File: src/design/tdpe_pkg.sv
// Types, codes and microcode ROM shared by the parse engine modules.
package tdpe_pkg;

    // Width used for range checks; covers every parameter up to 1024.
    localparam int CMP_W = 11;

    localparam logic CMD_LOAD  = 1'b0;
    localparam logic CMD_TOKEN = 1'b1;

    localparam logic [2:0] ACT_ERROR  = 3'd0;
    localparam logic [2:0] ACT_SHIFT  = 3'd1;
    localparam logic [2:0] ACT_PUSH   = 3'd2;
    localparam logic [2:0] ACT_RETURN = 3'd3;
    localparam logic [2:0] ACT_ACCEPT = 3'd4;

    typedef enum logic [1:0] {
        KIND_RETURN = 2'd0,
        KIND_SHIFT  = 2'd1,
        KIND_ACCEPT = 2'd2,
        KIND_ERROR  = 2'd3
    } kind_t;

    typedef struct packed {
        logic       cmd;
        logic [6:0] entry_state;
        logic [5:0] entry_symbol;
        logic [2:0] entry_action;
        logic [6:0] entry_target;
        logic [7:0] entry_sem;
        logic [5:0] token_id;
    } req_t;

    typedef struct packed {
        kind_t      kind;
        logic [7:0] sem_code;
        logic       last;
    } res_t;

    typedef struct packed {
        logic [2:0] act;
        logic [6:0] tgt;
        logic [7:0] sem;
    } entry_t;

    typedef enum logic [3:0] {
        U_IDLE,
        U_LOOKUP,
        U_DISPATCH,
        U_SHIFT,
        U_PUSH,
        U_RET,
        U_RET_RD,
        U_RET_GOTO,
        U_ACCEPT,
        U_ERROR
    } upc_t;

    typedef enum logic [1:0] {
        SEQ_GOTO,
        SEQ_TAKE,
        SEQ_DISPATCH
    } seq_t;

    typedef enum logic [2:0] {
        CHK_NONE,
        CHK_TOKEN,
        CHK_STEPS,
        CHK_SHIFT,
        CHK_PUSH,
        CHK_RET,
        CHK_GOTO
    } chk_t;

    typedef enum logic [3:0] {
        DP_NONE,
        DP_TAKE,
        DP_LOOKUP,
        DP_SHIFT,
        DP_PUSH,
        DP_POP,
        DP_GOTO_RD,
        DP_GOTO,
        DP_FINISH
    } dp_op_t;

    typedef struct packed {
        seq_t   seq;
        chk_t   chk;
        dp_op_t op;
        logic   emit;
        kind_t  kind;
        logic   last;
        upc_t   next;
    } ucode_t;

    typedef struct packed {
        dp_op_t op;
        logic   emit;
        kind_t  kind;
        logic   last;
    } dp_cmd_t;

    typedef struct packed {
        logic       tok_bad;
        logic       step_done;
        logic       shift_bad;
        logic       push_bad;
        logic       ret_bad;
        logic       goto_bad;
        logic       out_busy;
        logic [2:0] action;
    } dp_stat_t;

    // Control store: one word per step of the token program.
    function automatic ucode_t ucode_rom(upc_t upc);
        ucode_t w;
        begin
            unique case (upc)
                U_IDLE:     w = '{SEQ_TAKE, CHK_TOKEN, DP_TAKE, 1'b0, KIND_RETURN, 1'b0,
                                  U_LOOKUP};
                U_LOOKUP:   w = '{SEQ_GOTO, CHK_STEPS, DP_LOOKUP, 1'b0, KIND_RETURN, 1'b0,
                                  U_DISPATCH};
                U_DISPATCH: w = '{SEQ_DISPATCH, CHK_NONE, DP_NONE, 1'b0, KIND_RETURN, 1'b0,
                                  U_ERROR};
                U_SHIFT:    w = '{SEQ_GOTO, CHK_SHIFT, DP_SHIFT, 1'b1, KIND_SHIFT, 1'b1,
                                  U_IDLE};
                U_PUSH:     w = '{SEQ_GOTO, CHK_PUSH, DP_PUSH, 1'b0, KIND_RETURN, 1'b0,
                                  U_LOOKUP};
                U_RET:      w = '{SEQ_GOTO, CHK_RET, DP_POP, 1'b0, KIND_RETURN, 1'b0,
                                  U_RET_RD};
                U_RET_RD:   w = '{SEQ_GOTO, CHK_NONE, DP_GOTO_RD, 1'b0, KIND_RETURN, 1'b0,
                                  U_RET_GOTO};
                U_RET_GOTO: w = '{SEQ_GOTO, CHK_GOTO, DP_GOTO, 1'b1, KIND_RETURN, 1'b0,
                                  U_LOOKUP};
                U_ACCEPT:   w = '{SEQ_GOTO, CHK_NONE, DP_FINISH, 1'b1, KIND_ACCEPT, 1'b1,
                                  U_IDLE};
                U_ERROR:    w = '{SEQ_GOTO, CHK_NONE, DP_FINISH, 1'b1, KIND_ERROR, 1'b1,
                                  U_IDLE};
                default:    w = '{SEQ_GOTO, CHK_NONE, DP_NONE, 1'b0, KIND_RETURN, 1'b0,
                                  U_IDLE};
            endcase
            return w;
        end
    endfunction

    // Dispatch table: entry action to handler step; undefined actions fail.
    function automatic upc_t dispatch_rom(logic [2:0] act);
        upc_t u;
        begin
            unique case (act)
                ACT_SHIFT:  u = U_SHIFT;
                ACT_PUSH:   u = U_PUSH;
                ACT_RETURN: u = U_RET;
                ACT_ACCEPT: u = U_ACCEPT;
                default:    u = U_ERROR;
            endcase
            return u;
        end
    endfunction

endpackage

File: src/design/tdpe_useq.sv
// Microcode sequencer: step counter, control store and error/dispatch jumps.
module tdpe_useq (
    input  logic                clk,
    input  logic                rst_n,
    input  logic                req_valid,
    input  logic                req_cmd,
    output logic                req_ready,
    input  tdpe_pkg::dp_stat_t  stat,
    output tdpe_pkg::dp_cmd_t   cmd
);

    tdpe_pkg::upc_t   upc_reg;
    tdpe_pkg::upc_t   upc_next;
    tdpe_pkg::ucode_t uw;
    logic             fault;
    logic             stall;

    assign uw = tdpe_pkg::ucode_rom(upc_reg);

    // Select the check that diverts this step to the error handler
    always_comb
    begin
        case (uw.chk)
            tdpe_pkg::CHK_TOKEN: fault = stat.tok_bad;
            tdpe_pkg::CHK_STEPS: fault = stat.step_done;
            tdpe_pkg::CHK_SHIFT: fault = stat.shift_bad;
            tdpe_pkg::CHK_PUSH:  fault = stat.push_bad;
            tdpe_pkg::CHK_RET:   fault = stat.ret_bad;
            tdpe_pkg::CHK_GOTO:  fault = stat.goto_bad;
            default:             fault = 1'b0;
        endcase
    end

    // Hold an emitting step while the result register is still occupied
    assign stall = uw.emit && stat.out_busy;

    always_ff @(posedge clk or negedge rst_n)
    begin
        if (!rst_n)
            upc_reg <= tdpe_pkg::U_IDLE;
        else
            upc_reg <= upc_next;
    end

    // Next step and issued datapath command
    always_comb
    begin
        upc_next  = upc_reg;
        cmd       = '{tdpe_pkg::DP_NONE, 1'b0, tdpe_pkg::KIND_RETURN, 1'b0};
        req_ready = 1'b0;
        unique case (uw.seq)
            tdpe_pkg::SEQ_TAKE:
            begin
                req_ready = 1'b1;
                if (req_valid)
                begin
                    cmd.op = uw.op;
                    if (req_cmd == tdpe_pkg::CMD_TOKEN)
                        upc_next = fault ? tdpe_pkg::U_ERROR : uw.next;
                end
            end
            tdpe_pkg::SEQ_DISPATCH:
            begin
                upc_next = tdpe_pkg::dispatch_rom(stat.action);
            end
            tdpe_pkg::SEQ_GOTO:
            begin
                if (fault)
                    upc_next = tdpe_pkg::U_ERROR;
                else if (!stall)
                begin
                    cmd      = '{uw.op, uw.emit, uw.kind, uw.last};
                    upc_next = uw.next;
                end
            end
            default:
            begin
                upc_next = tdpe_pkg::U_IDLE;
            end
        endcase
    end

endmodule

File: config.mk
export PLATFORM = sky130hd
export DESIGN_NAME = tdpe_useq
export DESIGN_NICKNAME = d
export VERILOG_FILES = /design/src/design/tdpe_pkg.sv /design/src/design/tdpe_useq.sv
export SDC_FILE = /design/constraint.sdc
export NUM_CORES = 1
export LEC_CHECK = 0
export BUFFER_PORTS_ARGS = -buffer_cell sky130_fd_sc_hd__buf_2
export CAP_MARGIN = 20
export CORE_MARGIN = 2
export CORE_UTILIZATION = 30
export CTS_CLUSTER_DIAMETER = 60
export DETAILED_ROUTE_END_ITERATION = 12
export SYNTH_ARGS = -nofsm -noshare
export SYNTH_HDL_FRONTEND = slang
export SYNTH_SLANG_ARGS = --single-unit
File: constraint.sdc
create_clock -name clk -period 2.5 [get_ports clk]
set_input_delay 0.25 -clock clk [delete_from_list [all_inputs] [get_ports clk]]
set_output_delay 0.25 -clock clk [all_outputs]
set_load 0.03 [all_outputs]
Word-level counts from Yosys, hierarchy flattened
Memory sizes are Yosys's and may differ from the RTL's.
Cells that the tools add are included.
Widths: inputs -> output; s select.
{"block": "op_classes", "reduce_logical": 3, "muxes": 14, "eq_ne": 15}
{"cell": "$mux 4", "count": 7}
{"cell": "$mux 8", "count": 2}
{"cell": "$pmux 4 s4", "count": 1}
{"cell": "$eq 3x2->1 const B", "count": 4}
{"cell": "$eq 3x3->1 const B", "count": 4}
{"cell": "$pmux 4 s3", "count": 1}
{"cell": "$pmux 4 s2", "count": 1}
{"cell": "$eq 3x1->1 const B", "count": 2}
{"cell": "$pmux 1 s6", "count": 1}
{"cell": "$ne 2x2->1 const B", "count": 2}
{"cell": "$ne 3x3->1 const B", "count": 1}
{"cell": "$reduce_and 3->1", "count": 1}
{"cell": "$eq 2x1->1 const B", "count": 1}
{"cell": "$eq 2x2->1 const B", "count": 1}
{"cell": "$logic_not 2->1", "count": 1}
{"cell": "$logic_and 1x1->1", "count": 1}
{"cell": "$mux 1", "count": 1}
{"block": "totals", "elab_cells": 34, "inputBits": 14, "out_inout_bits": 9, "reg_bits": 4, "mem_bits_ro": 272, "n_memories": 1}
{"name": "(name not given)", "depth": 16, "word_bits": 17, "rd": 1, "rd_ports_with_merged_regs": 0, "write_ports": 0, "line_no": "tdpe_pkg.sv:118", "rtl": "unique case (upc)"}

Depth between registers and ports, before layout
Gate-level depths: netlist of run 1.
An unclocked memory read counts as a cell.
{"block": "depth", "ltp_word": 7, "ltp_mapped": 7, "depth_no_buf": 7}

Least setup slack after synthesis of run 1
No wires, ideal clock.
{"block": "synth_timing", "path_kind": "register -> output", "from": "reg upc_reg[0]", "to": "out cmd[6] (netlist name)", "required_ns": 2.250, "t_arrival_ns": 2.490, "setup_slack_ns": -0.240, "n_path_buf": 0, "path_stages_with_launch": 8, "cell_sequence": "dfrtp_1 inv_1 ha_1 and3_1 o2111a_2 nor2_8 nand2_1 nor4_1"}
{"element": "start, declared", "line_no": "tdpe_useq.sv:12", "rtl": "tdpe_pkg::upc_t upc_reg;"}
{"element": "start signal, assigned", "line_no": "tdpe_useq.sv:40", "rtl": "upc_reg <= tdpe_pkg::U_IDLE;"}
{"element": "start signal, assigned", "line_no": "tdpe_useq.sv:42", "rtl": "upc_reg <= upc_next;"}
{"element": "end, declared", "line_no": "tdpe_useq.sv:9", "rtl": "output tdpe_pkg::dp_cmd_t cmd"}

==> impl_metrics.json, run 1 <==
{
  "holdWs_ns": 0.290,
  "antenna_cells": 0,
  "synth_cells": 85,
  "grt_max_degree": 13,
  "dp_hpwl_um": 1730,
  "min_period_ns": 2.43,
  "crit_path_end_kind": "primary output",
  "final_hold_viol_count": 0,
  "syn_nets": 105,
  "drtPass1Iterations": 4,
  "synth-seq-cells": 4,
  "drc": 0,
  "cp.required_ns": 2.25,
  "cts_tree": "done",
  "max_freq_mhz": 411,
  "clock_latency_ns": 0.23,
  "status": "finished, final reports clean",
  "htree_levels": 1,
  "core_area_um2": 2480,
  "drt_iter0_markers": 18,
  "setup_violations": 0,
  "critPathArrivalTime_ns": 2.18,
  "start_kind": "register",
  "finalCritPeriodShare": 0.972,
  "path_max_fanout": 4,
  "dp.cells": 141,
  "drive_above_1_share": 0.600,
  "worst_pin_slew_ns": 0.453,
  "boundaryPins": 23,
  "vias_per_cell": 5.43,
  "die_w_um": 55.2,
  "skew_ns": 0.000591,
  "critPathKind": "reg -> out",
  "swShare": 0.512,
  "clock_sink_count": 4,
  "r2r_start": "upc_reg[0]",
  "avgSynthCellArea_um2": 9.24,
  "p_switching_mw": 0.844,
  "maxSlewViolCount": 0,
  "slew_headroom": 0.693,
  "largest_reg_flops": 4,
  "wl_per_cell_um": 15.3,
  "min_path_type": "in -> reg",
  "routabilityCongestion": 0.912,
  "fp.dieH_um": 55.2,
  "vias": 841,
  "grt_pass1_vias": 803,
  "ys_seq_area_frac": 0.127,
  "cts-buffers-inserted": 3,
  "peakVddDrop_v": 0.000630,
  "synth.distinct_cells": 41,
  "grt_antenna_before_repair": 0,
  "power_frac_seq": 0.095,
  "cts_buffer_depth": 2,
  "hp-start": "stat[1]",
  "power.leakage_nw": 0.485,
  "yosysWarnings": 0,
  "power-per-cell-area_nw_per_um2": 1400,
  "clockRootBuffer": "clkbuf_4",
  "fp-row-count": 18,
  "initial_utilization": 0.317,
  "fin_nets": 147,
  "clockPowerShare": 0.048,
  "syn_area_um2": 786,
  "grt_pass1_wl_um": 3530,
  "power_frac_comb": 0.857,
  "areaGrowthSynthToFinish_pct": 50.0,
  "drt-total-wl_um": 2370,
  "critPathLaunch": "upc_reg[0]",
  "clk_pin_slew_ns": 0.04,
  "port_buffers": 22,
  "final_cells": 155,
  "track_usage": 0.159,
  "p_int_mw": 0.805,
  "cap_violations": 0,
  "overflow": 0,
  "antenna_left": 0,
  "dieArea_um2": 3040,
  "num-fill-cells": 240
}
## layout by cell type (no fill, tap or decap), types with 3 or more instances in the layout
master / instances
a21oi_1: 3
nor3_2: 3
dfrtp_2: 3
buf_2: 19
ha_4: 3
o21ai_0: 3
nand2_1: 7
clkbuf_4: 3
buf_4: 20
nor2_1: 5
## routing by layer
layer	up-vias	GRT usage	wire (um)
met5	-	0	0
met4	0	0.0488	76
met3	10	0.00269	112
met2	29	0.306	1190
met1	396	0.190	995
li1	406	-	-
## final cells by class
cell class,count,area [um^2],area share
Tap cell,30,37.5,0.0318
Sequential cell,4,104,0.0881
Clock buffer,3,22.5,0.0191
Multi-Input combinational cell,73,727,0.617
Timing Repair Buffer,41,267,0.226
Inverter,4,21.3,0.0180
## cells in the mapped netlist, drive strengths merged
cell type  count  area share
nor2           8       0.062
nand2          7       0.033
ha             6       0.096
nor3           5       0.032
o21ai          5       0.046
dfrtp          4        0.13
inv            4       0.019
mux2i          4       0.051
a21oi          3       0.019
buf            3       0.035
nor4           3       0.043
o21a           3       0.038
a2111oi        2       0.054
a22o           2       0.022
a31oi          2       0.054
a32oi          2       0.022
nand2b         2       0.016
nand3          2       0.013
nand3b         2       0.019
nor2b          2       0.016
nor3b          2       0.033
nor4b          2       0.030
a2bb2oi        1       0.011
and3           1      0.0080
clkbuf         1      0.0048
mux2           1       0.019
o2111a         1       0.016
o211ai         1      0.0096
o221ai         1       0.011
o31a           1       0.011
o31ai          1       0.016
xnor2          1       0.011
## worst paths after layout
check / endpoint / slack (ns) / depth (start not counted)
worst max-delay path: cmd[5] / 0.07 / 9
worst min-delay path: upc_reg[2] / 0.29 / 3
worst max register to register: upc_reg[0] / 0.29 / 9
worst min register to register: upc_reg[0] / 0.78 / 2
min in group asynchronous: upc_reg[2] / 0.35 / 2
max in group asynchronous: upc_reg[0] / 2.02 / 2
## worst max-delay path, cell delays in order (launching register included)
cell and delay (ns):
dfrtp_2 0.45, inv_4 0.12, ha_4 0.16, mux2i_2 0.26, o31ai_4 0.10, o21ai_4 0.21
buf_4 0.17, a32oi_2 0.13, nor3_2 0.17, buf_4 0.18
## timing repair
action,CTS,global route
gates cloned,0,0
endpoints found under the hold margin,4,0
resized for setup,5,19
pin swaps,4,6
hold buffers,1,0
buffers inserted,6,4
setup endpoints to repair,6,5
## per-stage QoR
stage	worst slack (ns)	util	area [um^2]	total power [mW]	TNS (ns)
detailed placement	0.0751	0.397	983	1.31	0
floorplan	0.00999	-	807	1.04	0
global placement	0.101	0.397	983	1.31	0
global route	-0.0114	0.476	1180	1.76	-0.0114
CTS	-0.0289	0.434	1080	1.49	-0.0289
finish	0.0695	0.476	1180	1.65	0
## power by group through the flow
| stage | Combinational (mW) | Sequential (mW) | Clock (mW) |
|---|---|---|---|
| after floorplan | 0.919 | 0.120 | 0 |
| after global placement | 1.17 | 0.138 | 0 |
| after detailed placement | 1.17 | 0.139 | 0 |
| after CTS | 1.28 | 0.139 | 0.0806 |
| after global routing | 1.52 | 0.160 | 0.0803 |
| final | 1.41 | 0.157 | 0.0789 |
## cells by family (layout without fill, tap and decap cells)
kind of cell / Yosys count / in the layout / share of synthesized area
AO/OA/AOI/OAI: 25 / 25 / 0.331
XOR/XNOR: 1 / 1 / 0.0111
buffers and inverters: 8 / 48 / 0.0589
multiplexers: 5 / 5 / 0.0701
flip-flops: 4 / 4 / 0.127
adder cells (fa/ha/maj): 6 / 6 / 0.0955
AND/OR/NAND/NOR: 36 / 36 / 0.306
Note: power is estimated with default switching activity, not from simulation.
==> inputs of run 2 (changes only) <==
Settings changed: PLACE_DENSITY_LB_ADDON set to 0.1.
==> run 2 against run 1 <==
Net effect: sequential cell count unchanged; global-route usage decreased by 0.13 points; combinational power up 3%; total power rose by 2.0%; sequential power decreased by 4%; cell count fell by 0.65%; final area increased by 4.2%; worst hold slack lost 0.0014 ns; first-iteration DRC count fell by 72%; worst setup slack got worse by 0.0084 ns; die area stayed put; critical path depth down 1; critical path type unchanged; critical endpoint is now cmd[1].
==> impl_metrics.json, run 2 (synthesis gave the netlist of run 1 again) <==
{
  "critPathArrivalTime_ns": 2.19,
  "dieArea_um2": 3040,
  "grt_max_degree": 13,
  "crit_chain": "inv_2 -> ha_4 -> nor2_2 -> o2111a_2 -> nor2_8 -> a31oi_4 -> a2111oi_4 -> buf_4",
  "fp-row-count": 18,
  "overflow": 0,
  "clk_pin_slew_ns": 0.04,
  "fp.dieH_um": 55.2,
  "fin_ws_ns": 0.0611,
  "dp.cells": 141,
  "peakVddDrop_v": 0.000655,
  "track_usage": 0.158,
  "slew_headroom": 0.694,
  "grt_pass1_wl_um": 3420,
  "path_max_fanout": 4,
  "power.leakage_nw": 0.488,
  "power-per-cell-area_nw_per_um2": 1370,
  "antenna_left": 0,
  "mostFrequentLayoutCell": "buf_4",
  "drc": 0,
  "largest_reg_flops": 4,
  "max_freq_mhz": 410,
  "num-fill-cells": 249,
  "drive_above_1_share": 0.581,
  "rsz0062_at_grt": "yes",
  "cpLargestDelayFamily": "compound AO/OA/AOI/OAI gates",
  "worst_pin_slew_ns": 0.453,
  "cp.required_ns": 2.25,
  "clock_latency_ns": 0.24,
  "fin_nets": 146,
  "crit_path_end_kind": "primary output",
  "path_buf_inv": 2,
  "mostFrequentLayoutCells": "19 x buf_4, 17 x buf_2, 6 x nand2_1, 6 x nor2_1",
  "core_area_um2": 2480,
  "min_path_type": "in -> reg",
  "setup_violations": 0,
  "dp_slack_ns": 0.0515,
  "areaGrowthSynthToFinish_pct": 56.4,
  "drt_iter0_markers": 5,
  "cap_violations": 0,
  "clock_sink_count": 4,
  "wl_per_cell_um": 14.3,
  "slowest_stage": "dfrtp_2",
  "final_core_util": 0.496,
  "vias_per_cell": 5.23,
  "port_buffers": 22,
  "clockRootBuffer": "clkbuf_4",
  "skew_ns": 0.00308,
  "dp_hpwl_um": 1680,
  "cts_tree": "done",
  "min_period_ns": 2.44,
  "htree_levels": 1,
  "final_hold_viol_count": 0,
  "critPathKind": "reg -> out",
  "routabilityCongestion": 0.765,
  "finalCritPeriodShare": 0.976,
  "vias": 805,
  "maxSlewViolCount": 0,
  "cts-buffers-inserted": 3,
  "final_cells": 154,
  "start_kind": "register",
  "cts_buffer_depth": 2,
  "antenna_cells": 0,
  "boundaryPins": 23,
  "initial_utilization": 0.317,
  "grt_pass1_vias": 729,
  "cpPeakStageDelay_ns": 0.42,
  "drtPass1Iterations": 3,
  "grt_antenna_before_repair": 0,
  "status": "finished, final reports clean",
  "drt-total-wl_um": 2200,
  "die_w_um": 55.2
}
-- run 2: changes by cell type in the layout (fill, tap and decap cells not counted), sizes merged --
cell / change
buf: -1
clkinvlp: -1
inv: +1
-- run 2: routing by layer --
layer | global-route usage | wire, um
met1 | 0.207 | 999
met2 | 0.262 | 1080
met3 | 0.0188 | 76
met4 | 0.0610 | 35
met5 | 0 | 0
-- run 2: final timing paths --
kind,start,end,slack (ns),depth (start not counted)
setup / recovery,upc_reg[0],cmd[1],0.06,8
hold / removal,stat[1],upc_reg[2],0.29,3
setup reg to reg,upc_reg[0],upc_reg[0],0.20,8
hold reg to reg,upc_reg[1],upc_reg[1],0.76,3
max in group asynchronous,rst_n,upc_reg[0],2.02,2
min in group asynchronous,rst_n,upc_reg[3],0.35,2
-- run 2: through the flow --
step | setup TNS, ns | power [mW] | hold slack [ns] | cell area (um^2)
6_report | 0 | 1.68 | 0.288 | 1230
5_1_grt | -0.0849 | 1.80 | 0.309 | 1230
4_1_cts | -0.0184 | 1.52 | 0.279 | 1120
3_5_place_dp | 0 | 1.29 | 0.0604 | 983
3_3_place_gp | 0 | 1.30 | 0.0633 | 983
2_1_floorplan | 0 | 1.04 | -0.0456 | 807
-- run 2: final cells by class --
type                            instances  area, um^2  area share
Multi-Input combinational cell         73         781       0.635
Timing Repair Buffer                   40         272       0.221
Sequential cell                         4         101      0.0825
Tap cell                               30        37.5      0.0305
Clock buffer                            3        22.5      0.0183
Inverter                                4        15.0      0.0122
-- run 2: power breakdown --
group	switching (mW)	leakage (nW)	internal (mW)
clock network	0.0291	0.0138	0.0539
registers	0.0572	0.0507	0.0928
logic	0.774	0.424	0.676
-- run 2: tightest hold or removal path: stages --
cell      delay (ns)
buf_2           0.12
nand2_1         0.05
o221ai_1        0.06
-- run 2: what timing repair did --
action | 4_1_cts | 5_1_grt
hold buffers | 1 | 0
resized for setup | 14 | 14
endpoints found under the setup margin | 6 | 6
setup buffers | 7 | 3
hold endpoints to repair | 4 | 0
cloned | 0 | 0
pin swaps | 5 | 6
==> inputs of run 3 (changes only) <==
Settings changed: CORE_UTILIZATION 30 to 48.
==> run 3 against run 2 <==
Net effect: non-clock buffer count grew 3; global-route usage grew 9.1 points; final area is the same; cell count shrank 7.1%; clock skew grew 0.0078 ns; critical path type unchanged.
==> impl_metrics.json, run 3 (synthesis gave the netlist of run 1 again) <==
{
  "status": "finished, final reports clean",
  "power.leakage_nw": 0.501,
  "port_buffers": 22,
  "areaGrowthSynthToFinish_pct": 56.4,
  "antenna_left": 0,
  "path_max_fanout": 5,
  "slowest_stage": "dfrtp_2",
  "clock_sink_count": 4,
  "min_period_ns": 2.46,
  "cpMostUsedCell": "buf_4",
  "wl_per_cell_um": 17.6,
  "track_usage": 0.249,
  "finalCritPeriodShare": 0.986,
  "rsz0062_at_grt": "yes",
  "cp.required_ns": 2.25,
  "setup_violations": 0,
  "drt-total-wl_um": 2510,
  "skew_ns": 0.0109,
  "r2r_slack_ns": 0.32,
  "grt_max_degree": 14,
  "dp_hpwl_um": 1740,
  "holdWs_ns": 0.282,
  "crit_chain": "inv_4 -> ha_4 -> nor2_2 -> o2111a_2 -> nor2_8 -> buf_4 -> a32oi_2 -> nor3_2 -> buf_4",
  "critPathKind": "reg -> out",
  "largest_reg_flops": 4,
  "mostFrequentLayoutCell": "buf_4",
  "peakVddDrop_v": 0.000814,
  "drc": 0,
  "clock_latency_ns": 0.25,
  "ff_latch_area_um2": 104,
  "final_hold_viol_count": 0,
  "drive_above_1_share": 0.614,
  "drt_iter0_markers": 35,
  "worst_pin_slew_ns": 0.491,
  "slew_headroom": 0.668,
  "overflow": 0,
  "dp_slack_ns": 0.0616,
  "mostFrequentLayoutCells": "22 x buf_4, 16 x buf_2, 6 x nand2_1, 6 x nor2_1, 4 x o21ai_0",
  "cts_buffer_depth": 2,
  "min_path_type": "in -> reg",
  "cts-buffers-inserted": 3,
  "clk_pin_slew_ns": 0.04,
  "htree_levels": 1,
  "grt_pass1_wl_um": 3610,
  "fin_ws_ns": 0.0359,
  "finalSetupTns_ns": 0,
  "grt_antenna_before_repair": 0,
  "max_freq_mhz": 406,
  "multi_input_area_um2": 749,
  "fp.dieH_um": 44.5,
  "fp-row-count": 14,
  "path_buf_inv": 3,
  "routabilityCongestion": 0.811,
  "vias": 894,
  "clockRootBuffer": "clkbuf_4",
  "vias_per_cell": 6.25,
  "start_kind": "register",
  "drtPass1Iterations": 4,
  "cpPeakStageDelay_ns": 0.46,
  "critPathArrivalTime_ns": 2.21,
  "cpLargestDelayFamily": "compound AO/OA/AOI/OAI gates",
  "grt_pass1_vias": 819,
  "power-per-cell-area_nw_per_um2": 1460,
  "boundaryPins": 23,
  "initial_utilization": 0.516,
  "antenna_cells": 0,
  "maxSlewViolCount": 0,
  "num-fill-cells": 103,
  "cap_violations": 0,
  "crit_path_end_kind": "primary output",
  "cts_tree": "done",
  "die_w_um": 44.5,
  "fin_nets": 149,
  "core_area_um2": 1520,
  "dieArea_um2": 1980
}
run 3: cell count changes in the layout (fill, tap and decap cells not counted), sizes merged:
cell	change
inv	-1
buf	+3
clkinvlp	+1
run 3: final timing paths:
kind | start | endpoint | depth (start not counted)
min in group asynchronous | rst_n | upc_reg[3] | 2
worst min register to register | upc_reg[0] | upc_reg[0] | 2
max in group asynchronous | rst_n | upc_reg[1] | 2
worst max register to register | upc_reg[0] | upc_reg[0] | 7
worst max-delay path | upc_reg[1] | cmd[4] | 9
worst min-delay path | stat[1] | upc_reg[2] | 3
run 3: through the flow:
step	cells	utilization	instance area, um^2	power [mW]
2_1_floorplan	85	-	807	1.04
3_3_place_gp	127	0.634	966	1.28
3_5_place_dp	127	0.634	966	1.32
4_1_cts	137	0.731	1110	1.62
5_1_grt	143	0.806	1230	1.88
6_report	143	0.806	1230	1.80
run 3: layer usage:
metal  wire, um  GRT usage  share of wire  vias to the layer above
met5          0          0              0                        -
met4         83     0.0909          0.033                        0
met3        120     0.0245          0.048                        9
met2       1340      0.464           0.53                       43
met1        964      0.286           0.38                      428
li1           -          -              -                      414
run 3: final cells by class:
| cell class | instances | area share |
|---|---|---|
| clock buffers | 3 | 0.0183 |
| inverters | 4 | 0.0193 |
| multi-input cells | 73 | 0.610 |
| flip-flops and latches | 4 | 0.0845 |
| well taps | 16 | 0.0163 |
| repair buffers | 43 | 0.252 |
run 3: report_power, final:
part	switching (mW)	internal [mW]	total [mW]
Clock	0.0372	0.0544	0.0917
Combinational	0.821	0.738	1.56
Sequential	0.0503	0.0949	0.145
Total	0.909	0.887	1.80
run 3: repair_timing:
| action | in CTS | in global routing |
|---|---|---|
| resized for setup | 13 | 19 |
| setup endpoints to repair | 6 | 6 |
| buffers inserted | 6 | 6 |
| endpoints found under the hold margin | 4 | 0 |
| hold buffers | 1 | 0 |
| pin swaps | 4 | 7 |
run 3: tightest hold or removal path, cell delays in order:
cell and delay, ns:
buf_2 0.12, nand2_1 0.06, o221ai_1 0.06
